File: src/assert_macros.svh
// Assertion macros for the decoder RTL, used by asfd_result.
`ifndef ASSERT_MACROS_SVH
`define ASSERT_MACROS_SVH

// Property checked on every rising edge, quiet during reset.
`define ASSERT_CLK(label, prop, msg) \
  label: assert property (@(posedge clk) disable iff (rst) (prop)) else $error(msg);

// Property that must hold in the cycle after its trigger.
`define ASSERT_NEXT(label, trig, prop, msg) \
  label: assert property (@(posedge clk) disable iff (rst) (trig) |=> (prop)) \
    else $error(msg);

`endif

File: src/asfd_pkg.sv
// Shared types and constants of the sensor frame decoder.
package asfd_pkg;

  localparam logic [7:0] LF_CODE   = 8'd10;
  localparam logic [7:0] CR_CODE   = 8'd13;
  localparam int         ZERO_CHAR = 48;
  // ASCII bias of three digits weighted 100/10/1
  localparam logic [15:0] DIGIT_BIAS = 16'(ZERO_CHAR * 111);

  localparam int LIMIT_W = 10;
  localparam logic [LIMIT_W-1:0] LIMIT_RESET = 10'd500;

  localparam logic [1:0] REG_RIGHT_LIMIT = 2'd0;
  localparam logic [1:0] REG_LEFT_LIMIT  = 2'd1;

  localparam logic [1:0] SLOT_RIGHT  = 2'd0;
  localparam logic [1:0] SLOT_LEFT   = 2'd1;
  localparam logic [1:0] SLOT_STATUS = 2'd2;

  typedef struct packed {
    logic               hit;
    logic signed [15:0] value;
  } frame_t;

endpackage

File: src/asfd_in_reg.sv
// Input register holding one received byte until the decode stage takes it.
module asfd_in_reg
  import asfd_pkg::*;
(
  input  logic       clk,
  input  logic       rst,
  input  logic       s_tvalid,
  output logic       s_tready,
  input  logic [7:0] s_tdata,   // [7:0] rx_byte
  input  logic       advance,
  output logic       held_valid,
  output logic [7:0] held_byte
);

  assign s_tready = !held_valid || advance;

  always_ff @(posedge clk) begin
    if (rst) begin
      held_valid <= 1'b0;
    end else if (s_tready) begin
      held_valid <= s_tvalid;
    end
  end

  always_ff @(posedge clk) begin
    if (s_tvalid && s_tready) begin
      held_byte <= s_tdata;
    end
  end

endmodule

File: src/asfd_window.sv
// Four-byte shift window with frame detection and three-digit decode.
module asfd_window
  import asfd_pkg::*;
(
  input  logic       clk,
  input  logic       rst,
  input  logic       advance,
  input  logic [7:0] rx_byte,
  output frame_t     frame
);

  logic [7:0]  window [4];
  logic [7:0]  shifted [4];
  logic [14:0] digit_sum;

  always_comb begin
    shifted[0] = window[1];
    shifted[1] = window[2];
    shifted[2] = window[3];
    shifted[3] = rx_byte;
    digit_sum  = 15'(shifted[1]) * 15'd100 + 15'(shifted[2]) * 15'd10 + 15'(shifted[3]);
    frame.hit  = (shifted[0] == LF_CODE);
    if (shifted[2] == CR_CODE && shifted[3] == LF_CODE) begin
      frame.value = '0;
    end else begin
      frame.value = $signed(16'(digit_sum) - DIGIT_BIAS);
    end
  end

  always_ff @(posedge clk) begin
    if (rst) begin
      for (int i = 0; i < 4; i++) window[i] <= '0;
    end else if (advance) begin
      for (int i = 0; i < 4; i++) window[i] <= frame.hit ? 8'd0 : shifted[i];
    end
  end

endmodule

File: src/asfd_result.sv
// Slot rotation, stored wire values, sticky flags, limits and result register.
`include "assert_macros.svh"
module asfd_result
  import asfd_pkg::*;
(
  input  logic               clk,
  input  logic               rst,
  input  logic               cfg_we,
  input  logic [1:0]         cfg_index,
  input  logic [LIMIT_W-1:0] cfg_data,
  input  logic               advance,
  input  frame_t             frame,
  output logic               m_tvalid,
  input  logic               m_tready,
  output logic [23:0]        m_tdata,
  output logic [1:0]         m_tuser
);

  logic [1:0]         next_slot, next_slot_next, slot;
  logic signed [15:0] right_value, right_value_next;
  logic signed [15:0] left_value, left_value_next;
  logic [3:0]         alarm_flags, alarm_flags_next;
  logic               error_latch, error_latch_next;
  logic [LIMIT_W-1:0] right_limit, left_limit;
  logic               near;

  always_comb begin
    right_value_next = right_value;
    left_value_next  = left_value;
    alarm_flags_next = alarm_flags;
    error_latch_next = error_latch;
    case (next_slot)
      SLOT_LEFT: begin
        slot            = SLOT_LEFT;
        left_value_next = frame.value;
        next_slot_next  = SLOT_STATUS;
      end
      SLOT_STATUS: begin
        slot             = SLOT_STATUS;
        alarm_flags_next = alarm_flags | frame.value[3:0];
        error_latch_next = error_latch | (|frame.value[2:0]);
        next_slot_next   = SLOT_RIGHT;
      end
      default: begin
        slot             = SLOT_RIGHT;
        right_value_next = frame.value;
        next_slot_next   = SLOT_LEFT;
      end
    endcase
    near = (right_value_next > $signed({6'd0, right_limit}))
        || (left_value_next > $signed({6'd0, left_limit}));
  end

  always_ff @(posedge clk) begin
    if (rst) begin
      right_limit <= LIMIT_RESET;
      left_limit  <= LIMIT_RESET;
    end else if (cfg_we) begin
      case (cfg_index)
        REG_RIGHT_LIMIT: right_limit <= cfg_data;
        REG_LEFT_LIMIT:  left_limit  <= cfg_data;
        default: ;
      endcase
    end
  end

  always_ff @(posedge clk) begin
    if (rst) begin
      next_slot   <= SLOT_RIGHT;
      right_value <= '0;
      left_value  <= '0;
      alarm_flags <= '0;
      error_latch <= 1'b0;
      m_tvalid    <= 1'b0;
    end else if (advance && frame.hit) begin
      next_slot   <= next_slot_next;
      right_value <= right_value_next;
      left_value  <= left_value_next;
      alarm_flags <= alarm_flags_next;
      error_latch <= error_latch_next;
      m_tvalid    <= 1'b1;
    end else if (m_tready) begin
      m_tvalid    <= 1'b0;
    end
  end

  always_ff @(posedge clk) begin
    if (advance && frame.hit) begin
      m_tuser <= slot;
      m_tdata <= {2'b00, error_latch_next, alarm_flags_next, near, frame.value};
    end
  end

  `ASSERT_CLK(a_slot_range, next_slot != 2'd3, "slot rotation left its range")
  `ASSERT_NEXT(a_error_sticky, error_latch, error_latch, "error latch cleared")
  `ASSERT_NEXT(a_flags_sticky, 1'b1, (($past(alarm_flags) & ~alarm_flags) == 4'd0),
               "alarm flag cleared")
  `ASSERT_CLK(a_error_cause, !error_latch || (|alarm_flags[2:0]),
              "error latch set without a fault flag")

endmodule

File: src/ascii_sensor_frame_decoder_core.sv
// Top level of the ASCII sensor frame decoder.
//
//  channel | direction | tdata (low bit up)                          | tuser
//  s_*     | in        | rx_byte[7:0]                                | -
//  m_*     | out       | reading[15:0] wire_near temp_alarm          | slot[1:0]
//          |           | humid_alarm rain_seen at_base any_error pad |
//  cfg_*   | in        | cfg_index selects register, cfg_data value  | -
//
// One byte per cycle while no held result stalls the decode stage; a result
// word is registered once the byte that completes its window (third byte
// after the line feed) is accepted (input register, then result register).
// Window shift and decode are one pass of constant multiplies, adds and a bias subtraction.
// Reset is synchronous; limits return to 500, window and flags to zero.
// A held result stalls the decode stage only; the input register keeps
// taking a byte while it is empty.
module ascii_sensor_frame_decoder_core
  import asfd_pkg::*;
(
  input  logic               clk,
  input  logic               rst,
  input  logic               s_tvalid,
  output logic               s_tready,
  input  logic [7:0]         s_tdata,   // [7:0] rx_byte
  output logic               m_tvalid,
  input  logic               m_tready,
  output logic [23:0]        m_tdata,   // [15:0] reading, [16] wire_near, [17] temp_alarm,
                                        // [18] humid_alarm, [19] rain_seen, [20] at_base,
                                        // [21] any_error, [23:22] zero
  output logic [1:0]         m_tuser,   // [1:0] slot
  input  logic               cfg_we,
  input  logic [1:0]         cfg_index,
  input  logic [LIMIT_W-1:0] cfg_data
);

  logic       held_valid;
  logic [7:0] held_byte;
  logic       advance;
  frame_t     frame;

  assign advance = held_valid && (!m_tvalid || m_tready);

  asfd_in_reg u_in_reg (
    .clk        (clk),
    .rst        (rst),
    .s_tvalid   (s_tvalid),
    .s_tready   (s_tready),
    .s_tdata    (s_tdata),
    .advance    (advance),
    .held_valid (held_valid),
    .held_byte  (held_byte)
  );

  asfd_window u_window (
    .clk     (clk),
    .rst     (rst),
    .advance (advance),
    .rx_byte (held_byte),
    .frame   (frame)
  );

  asfd_result u_result (
    .clk       (clk),
    .rst       (rst),
    .cfg_we    (cfg_we),
    .cfg_index (cfg_index),
    .cfg_data  (cfg_data),
    .advance   (advance),
    .frame     (frame),
    .m_tvalid  (m_tvalid),
    .m_tready  (m_tready),
    .m_tdata   (m_tdata),
    .m_tuser   (m_tuser)
  );

endmodule
File: config.mk
export PLATFORM = sky130hd
export DESIGN_NAME = ascii_sensor_frame_decoder_core
export DESIGN_NICKNAME = d
export VERILOG_FILES = /design/src/asfd_pkg.sv /design/src/asfd_in_reg.sv /design/src/asfd_window.sv /design/src/asfd_result.sv /design/src/ascii_sensor_frame_decoder_core.sv
export VERILOG_INCLUDE_DIRS = /design/src /design/src/src
export SDC_FILE = /design/constraint.sdc
export NUM_CORES = 1
export LEC_CHECK = 0
export BUFFER_PORTS_ARGS = -buffer_cell sky130_fd_sc_hd__buf_4
export CAP_MARGIN = 20
export CORE_ASPECT_RATIO = 0.9
export CORE_MARGIN = 3
export CORE_UTILIZATION = 30
export DETAILED_ROUTE_END_ITERATION = 7
export GPL_TIMING_DRIVEN = 0
export HOLD_SLACK_MARGIN = 0.03
export SKIP_LAST_GASP = 1
export SLEW_MARGIN = 15
export SYNTH_ARGS = -nofsm -noshare
export SYNTH_HDL_FRONTEND = slang
export SYNTH_SLANG_ARGS = --single-unit
File: constraint.sdc
create_clock -name clk -period 17.5 [get_ports clk]
set_clock_uncertainty 0.15 [all_clocks]
set_input_delay 0.875 -clock clk [delete_from_list [all_inputs] [get_ports clk]]
set_output_delay 0.875 -clock clk [all_outputs]
set_load 0.03 [all_outputs]
Word level (Yosys, flattened, before mapping)
Memory sizes are Yosys's and may differ from the RTL's.
Index checks and enable logic that the tools add are counted.
- bitwise gates (word level): 6
- $mul: 2
- shifts and indexed selects: 0
- equal/unequal tests: 6
- $lt $le $gt $ge: 2
- div/mod/pow operators: 0
- reduce and logical (&&, ||, !) cells: 15
- muxes and demuxes: 22
- $add $sub $neg: 3
- operators by type and width (operator ; number):
    two-way mux 8 bit ; 8
    two-way mux 16 bit ; 3
    greater-than comparator 16 x 11 -> 1 bit ; 2
    == test 8 x 4 -> 1 bit, second input constant ; 3
    subtractor 15 x 13 -> 16 bit, second input constant ; 1
    adder 15 x 12 -> 15 bit ; 1
    adder 15 x 8 -> 15 bit ; 1
    multiplier 8 x 5 -> 13 bit, second input constant ; 1
    multiplier 8 x 3 -> 11 bit, second input constant ; 1
    two-way mux 1 bit ; 8
    case mux 2 bit (2 select lines) ; 2
    bitwise OR 1 bit ; 5
    == test 2 x 1 -> 1 bit, second input constant ; 2
    logical AND 1 bit ; 4
    two-way mux 4 bit ; 1
    bitwise OR 4 bit ; 1
    AND reduction 2 bit ; 2
    logical OR 1 bit ; 3
    OR reduction 3 bit ; 1
    == test 2 bit, second input constant ; 1
    logical NOT 1 bit ; 2
    logical NOT 2 bit ; 1
    nonzero test 2 bit ; 1
    OR reduction 2 bit ; 1
- bits in registers: 93
- bits in read-only memories: 0
- memory bits (writable): 32
- logic and storage cells: 69
- bits of input ports: 25
- memories kept: 1
- bits in latches: 0
- memory list (name ; words ; width ; read ports ; clocked after Yosys merged registers in ; wr ports ; RTL line ; text):
    u_window.window ; 4 ; 8 ; 3 ; 0 ; 4 ; asfd_window.sv:12 ; logic [7:0] window [4];

Logic depth before layout (Yosys ltp)
An unclocked memory read counts as a cell.
- depth in word-level cells: 9
- depth in mapped cells: 25

Cells and area by module
From an unflattened synthesis, not the netlist that was laid out.
- cells, all modules: 716
- area, all modules: 7141.8 um^2
- modules (own cells, without submodules) (module ; cells an instance ; sequential area each (um^2) ; area an instance (um^2) ; times used):
    asfd_result ; 382 ; 1921.8 ; 3711.1 ; 1
    asfd_window ; 319 ; 720.7 ; 3124.2 ; 1
    asfd_in_reg ; 13 ; 260.2 ; 295.3 ; 1
    ascii_sensor_frame_decoder_core ; 2 ; 0.0 ; 11.3 ; 1

Worst setup path before layout
OpenSTA, ideal clock, no wires.
- path type: register -> register
- start point: memory u_window.window[2][1] (netlist: u_window.window[0][17])
- end point: register u_result.m_tdata[16] (data pin)
- path slack: 11745 ps
- data required time: 17079 ps
- clock period less this slack: 5755 ps
- stages on the path, launching flop included: 25
- setup time: 271 ps
- arrival: 5334 ps
- buffers on the path: 0
- cell sequence: edfxtp_1 ha_1 ha_1 ha_1 fa_1 inv_1 fa_1 inv_1 ha_1 o211ai_1 o21ai_0 xor2_1 a21oi_1 xor2_1 nor2_1 mux2_2 ha_1 and4_1 a41oi_1 o31ai_1 nand2_1 a211oi_1 a22oi_1 o211ai_2 o311ai_2
- RTL lines (item ; RTL line ; text):
    from (decl) ; asfd_window.sv:12 ;
    to (signal assigned) ; asfd_result.sv:90 ; m_tdata <= {2'b00, error_latch_next, alarm_flags_next, near, frame.value};
    to (decl) ; asfd_result.sv:15 ; output logic [23:0] m_tdata,

==> flow_metrics.env <==
export IMPL_synth_cell_types=77
export IMPL_p_int_mw=0.728
export IMPL_cts_setup_buffers=0
export IMPL_maxCapViolCount=0
export IMPL_power_density_nw_per_um2=134
export IMPL_nNetsFinal=891
export IMPL_num_vias=5257
export IMPL_finalCriticalPeriod_ns=6.60
export IMPL_grt_pass1_wl_um=26600
export IMPL_reg2reg_slack_ns=10.90
export IMPL_cts_max_level=4
export IMPL_synth_area_sq_um=7110
export IMPL_synth_cells=703
export IMPL_synth_edf_count=56
export IMPL_rows=52
export IMPL_ys_ff_latch=117
export IMPL_report_final_slew_viol_count=0
export IMPL_clk_pin_slew_ns=0.06
export IMPL_ys_seq_area_share_pct=40.8
export IMPL_clockBufferDepth=2
export IMPL_placed_area_sq_um=7880
export IMPL_antenna_found_initial=0
export IMPL_rsz0062_at_grt="no"
export IMPL_ir_worst_vdd_uv=100
export IMPL_clock_power_share_pct=31.4
export IMPL_drive_gt1_share_pct=15.9
export IMPL_drc=0
export IMPL_r2r_worst_path_cells=23
export IMPL_min_path_type="reg2reg"
export IMPL_synth_warning_count=0
export IMPL_wl_per_cell_um=15.0
export IMPL_power_switching_mw=0.415
export IMPL_cts_buffers=17
export IMPL_worst_slew_pin_slew_ns=0.984
export IMPL_first_iter_violations=288
export IMPL_async_flop_share_pct=0
export IMPL_cpMostUsedCell="ha_1"
export IMPL_grt_usage_pct=13.1
export IMPL_hold_viol_final=0
export IMPL_filler_cell_count=2319
export IMPL_startpoint="u_window.window[0][17]"
export IMPL_cts_tree="yes"
export IMPL_max_freq_ghz=0.151
export IMPL_fin_area_sq_um=8520
export IMPL_viasPerCell=4.85
export IMPL_pwr_share_comb_pct=40.9
export IMPL_path_depth=23
export IMPL_synth_ff_type="dfxtp_1"
export IMPL_port_buffers=49
export IMPL_relSlewSlack_pct=34.2
export IMPL_grt_remaining_overflow=0
export IMPL_boundaryPins=53
export IMPL_drtPass1Iterations=5
export IMPL_totalWireLength_um=16300
export IMPL_cts_root_buf="clkbuf_16"
export IMPL_setup_tns_ns=0
export IMPL_crit_buf_inv=2
export IMPL_critPathTopFamily="adder cells"
export IMPL_grt_max_degree=25
export IMPL_setup_viol=0
export IMPL_regToRegStartpoint="u_window.window[0][17]"
export IMPL_postRouteAntennaNets=0
export IMPL_post_cts_resized=0
export IMPL_cp_endpoint="u_result.m_tdata[16]"
export IMPL_insertion_delay_ns=0.42
export IMPL_p_seq_share_pct=27.7
export IMPL_area_growth_pct=19.8
export IMPL_cts_num_sinks=117
export IMPL_p_leak_nw=3.74
export IMPL_crit_path_end_kind="register"
export IMPL_critPathArrivalTime_ns=6.60
export IMPL_die_area_sq_um=25600
export IMPL_status="completed"
export IMPL_critPathMaxStageDelay_ns=0.55
export IMPL_crit_path_start_kind="register"
export IMPL_r2r_end="u_result.m_tdata[16]"
export IMPL_grt_pass1_vias=5161
export IMPL_crit_slowest_cell="fa_1"
export IMPL_swShare_pct=36.3
export IMPL_ctsHoldBuffers=0
export IMPL_path_cells="ha_1 -> ha_1 -> ha_1 -> fa_1 -> inv_1 -> fa_1 -> inv_1 -> ha_1 -> o211ai_1 -> o21ai_0 -> xor2_1 -> nand3_1 -> a21oi_1 -> mux2_2 -> ha_1 -> o21ai_0 -> a21oi_1 -> o31ai_1 -> nand2_1 -> a211oi_1 -> a22oi_1 -> o211ai_2 -> o311ai_2"
export IMPL_period_share_pct=37.7
export IMPL_die_x_um=168
export IMPL_start_util_pct=31.0
export IMPL_gp_congestion=0.827
export IMPL_core_area_sq_um=22900
export IMPL_dp_hpwl_um=12700
export IMPL_die_y_um=152
export IMPL_diodes=0
export IMPL_required_ns=17.50
export IMPL_cp_max_fo=4
export IMPL_syn_area_per_cell_sq_um=10.1
export IMPL_criticalPathCategory="reg2reg"
-- kinds of logic after synthesis --
kind of cell	Yosys count	share of synthesized area, %
buf+inv	88	4.77
compound gates	147	14.7
other cells	1	0.0528
fa+ha+maj	92	17.4
flops	117	40.8
simple gates	205	14.8
mux	32	4.82
xor+xnor	21	2.69
-- how the worst min path moves through the flow --
stage	start	endpoint	slack [ns]	cells past startpoint
global placement	u_result.right_value[4]	u_result.right_value[4]	0.29	2
detailed placement	u_result.right_value[10]	u_result.right_value[10]	0.29	2
CTS	u_result.right_value[15]	u_result.right_value[15]	0.30	2
global route	u_result.right_value[10]	u_result.right_value[10]	0.32	2
finish	u_result.right_value[10]	u_result.right_value[10]	0.30	2
floorplan	u_result.right_value[14]	u_result.right_value[14]	0.28	2
-- cells in the mapped netlist, drive strengths merged (2+ instances only) --
library cell	n	area, sq um
edfxtp	56	1680
or3	4	25.0
mux2i	14	140
and2	22	140
or4	2	15.0
xnor2	12	113
o21a	8	67.6
o211a	6	60.1
o21ai	16	83.8
a22oi	2	20.0
ha	81	1010
and4	2	17.5
nand2	72	270
nor4b	2	32.5
o21bai	4	30.0
nand3	11	55.1
xor2	9	78.8
nor3	10	55.1
or2	2	12.5
dfxtp	61	1220
a211oi	7	70.1
a21o	14	105
nand2b	4	25.0
a41oi	2	17.5
nor2	41	164
o31ai	3	22.5
nand4	3	18.8
inv	61	229
buf	8	38.8
a21oi	54	278
nor2b	5	31.3
and3	2	12.5
o211ai	18	140
mux2	18	203
nor4	12	75.1
clkbuf	18	67.6
nor3b	3	27.5
fa	11	220
nand3b	3	22.5
-- area by class of cell --
| class | instances | area, sq um | share of cell area, % |
|---|---|---|---|
| Buffer | 26 | 108 | 1.26 |
| Clock buffer | 25 | 582 | 6.83 |
| Sequential cell | 117 | 2900 | 34.1 |
| Clock inverter | 7 | 51.3 | 0.602 |
| Timing Repair Buffer | 51 | 400 | 4.70 |
| Tap cell | 297 | 372 | 4.36 |
| Multi-Input combinational cell | 499 | 3870 | 45.4 |
| Inverter | 62 | 233 | 2.73 |
-- flip-flops by register name, indices dropped and copies added, names as in the netlist --
name / cells
u_in_reg.held_valid: 1
u_result.right_value: 16
u_result.m_tuser: 2
u_in_reg.held_byte: 8
u_result.next_slot: 2
u_result.m_tvalid: 1
u_result.alarm_flags: 4
u_result.left_value: 16
u_window.window: 24
u_result.left_limit: 10
u_result.right_limit: 10
u_result.error_latch: 1
u_result.m_tdata: 22
-- power groups by stage --
stage	Sequential (mW)	Clock (mW)	Combinational [mW]
2_1_floorplan	0.320	0	0.354
3_3_place_gp	0.322	0	0.459
3_5_place_dp	0.322	0	0.461
4_1_cts	0.317	0.364	0.467
5_1_grt	0.318	0.377	0.528
6_report	0.317	0.358	0.468
-- layer usage --
metal	global-route usage [%]	vias up	wire length (um)
met1	19.3	2478	8710
li1	-	2651	-
met3	3.17	23	683
met4	4.29	0	231
met5	0	-	0
met2	18.8	105	6680
-- cells in the final DEF (no fill, tap or decap), drive strengths merged, types with 16 or more instances in the layout --
cell    count
o21ai      16
mux2       18
o211ai     18
buf        59
dfxtp      61
and2       22
ha         81
edfxtp     56
clkbuf     43
nor2       41
a21oi      54
inv        61
nand2      72
-- metrics by stage --
stage	total power, mW	setup WS (ns)	utilization [%]	hold WS, ns	instances
5_1_grt	1.22	10.45	37.2	0.319	1084
3_3_place_gp	0.781	10.98	34.3	0.291	1050
4_1_cts	1.15	10.90	37.2	0.302	1083
6_report	1.14	10.90	37.2	0.302	1084
2_1_floorplan	0.674	11.75	-	0.281	704
3_5_place_dp	0.784	10.91	34.4	0.295	1051
-- worst min-delay path, cell delays in order, from the launching register on --
cell and delay, ns:
dfxtp_1 0.30, nand2_1 0.05, a21oi_1 0.05
No activity file was read; power rests on OpenSTA's default activity.
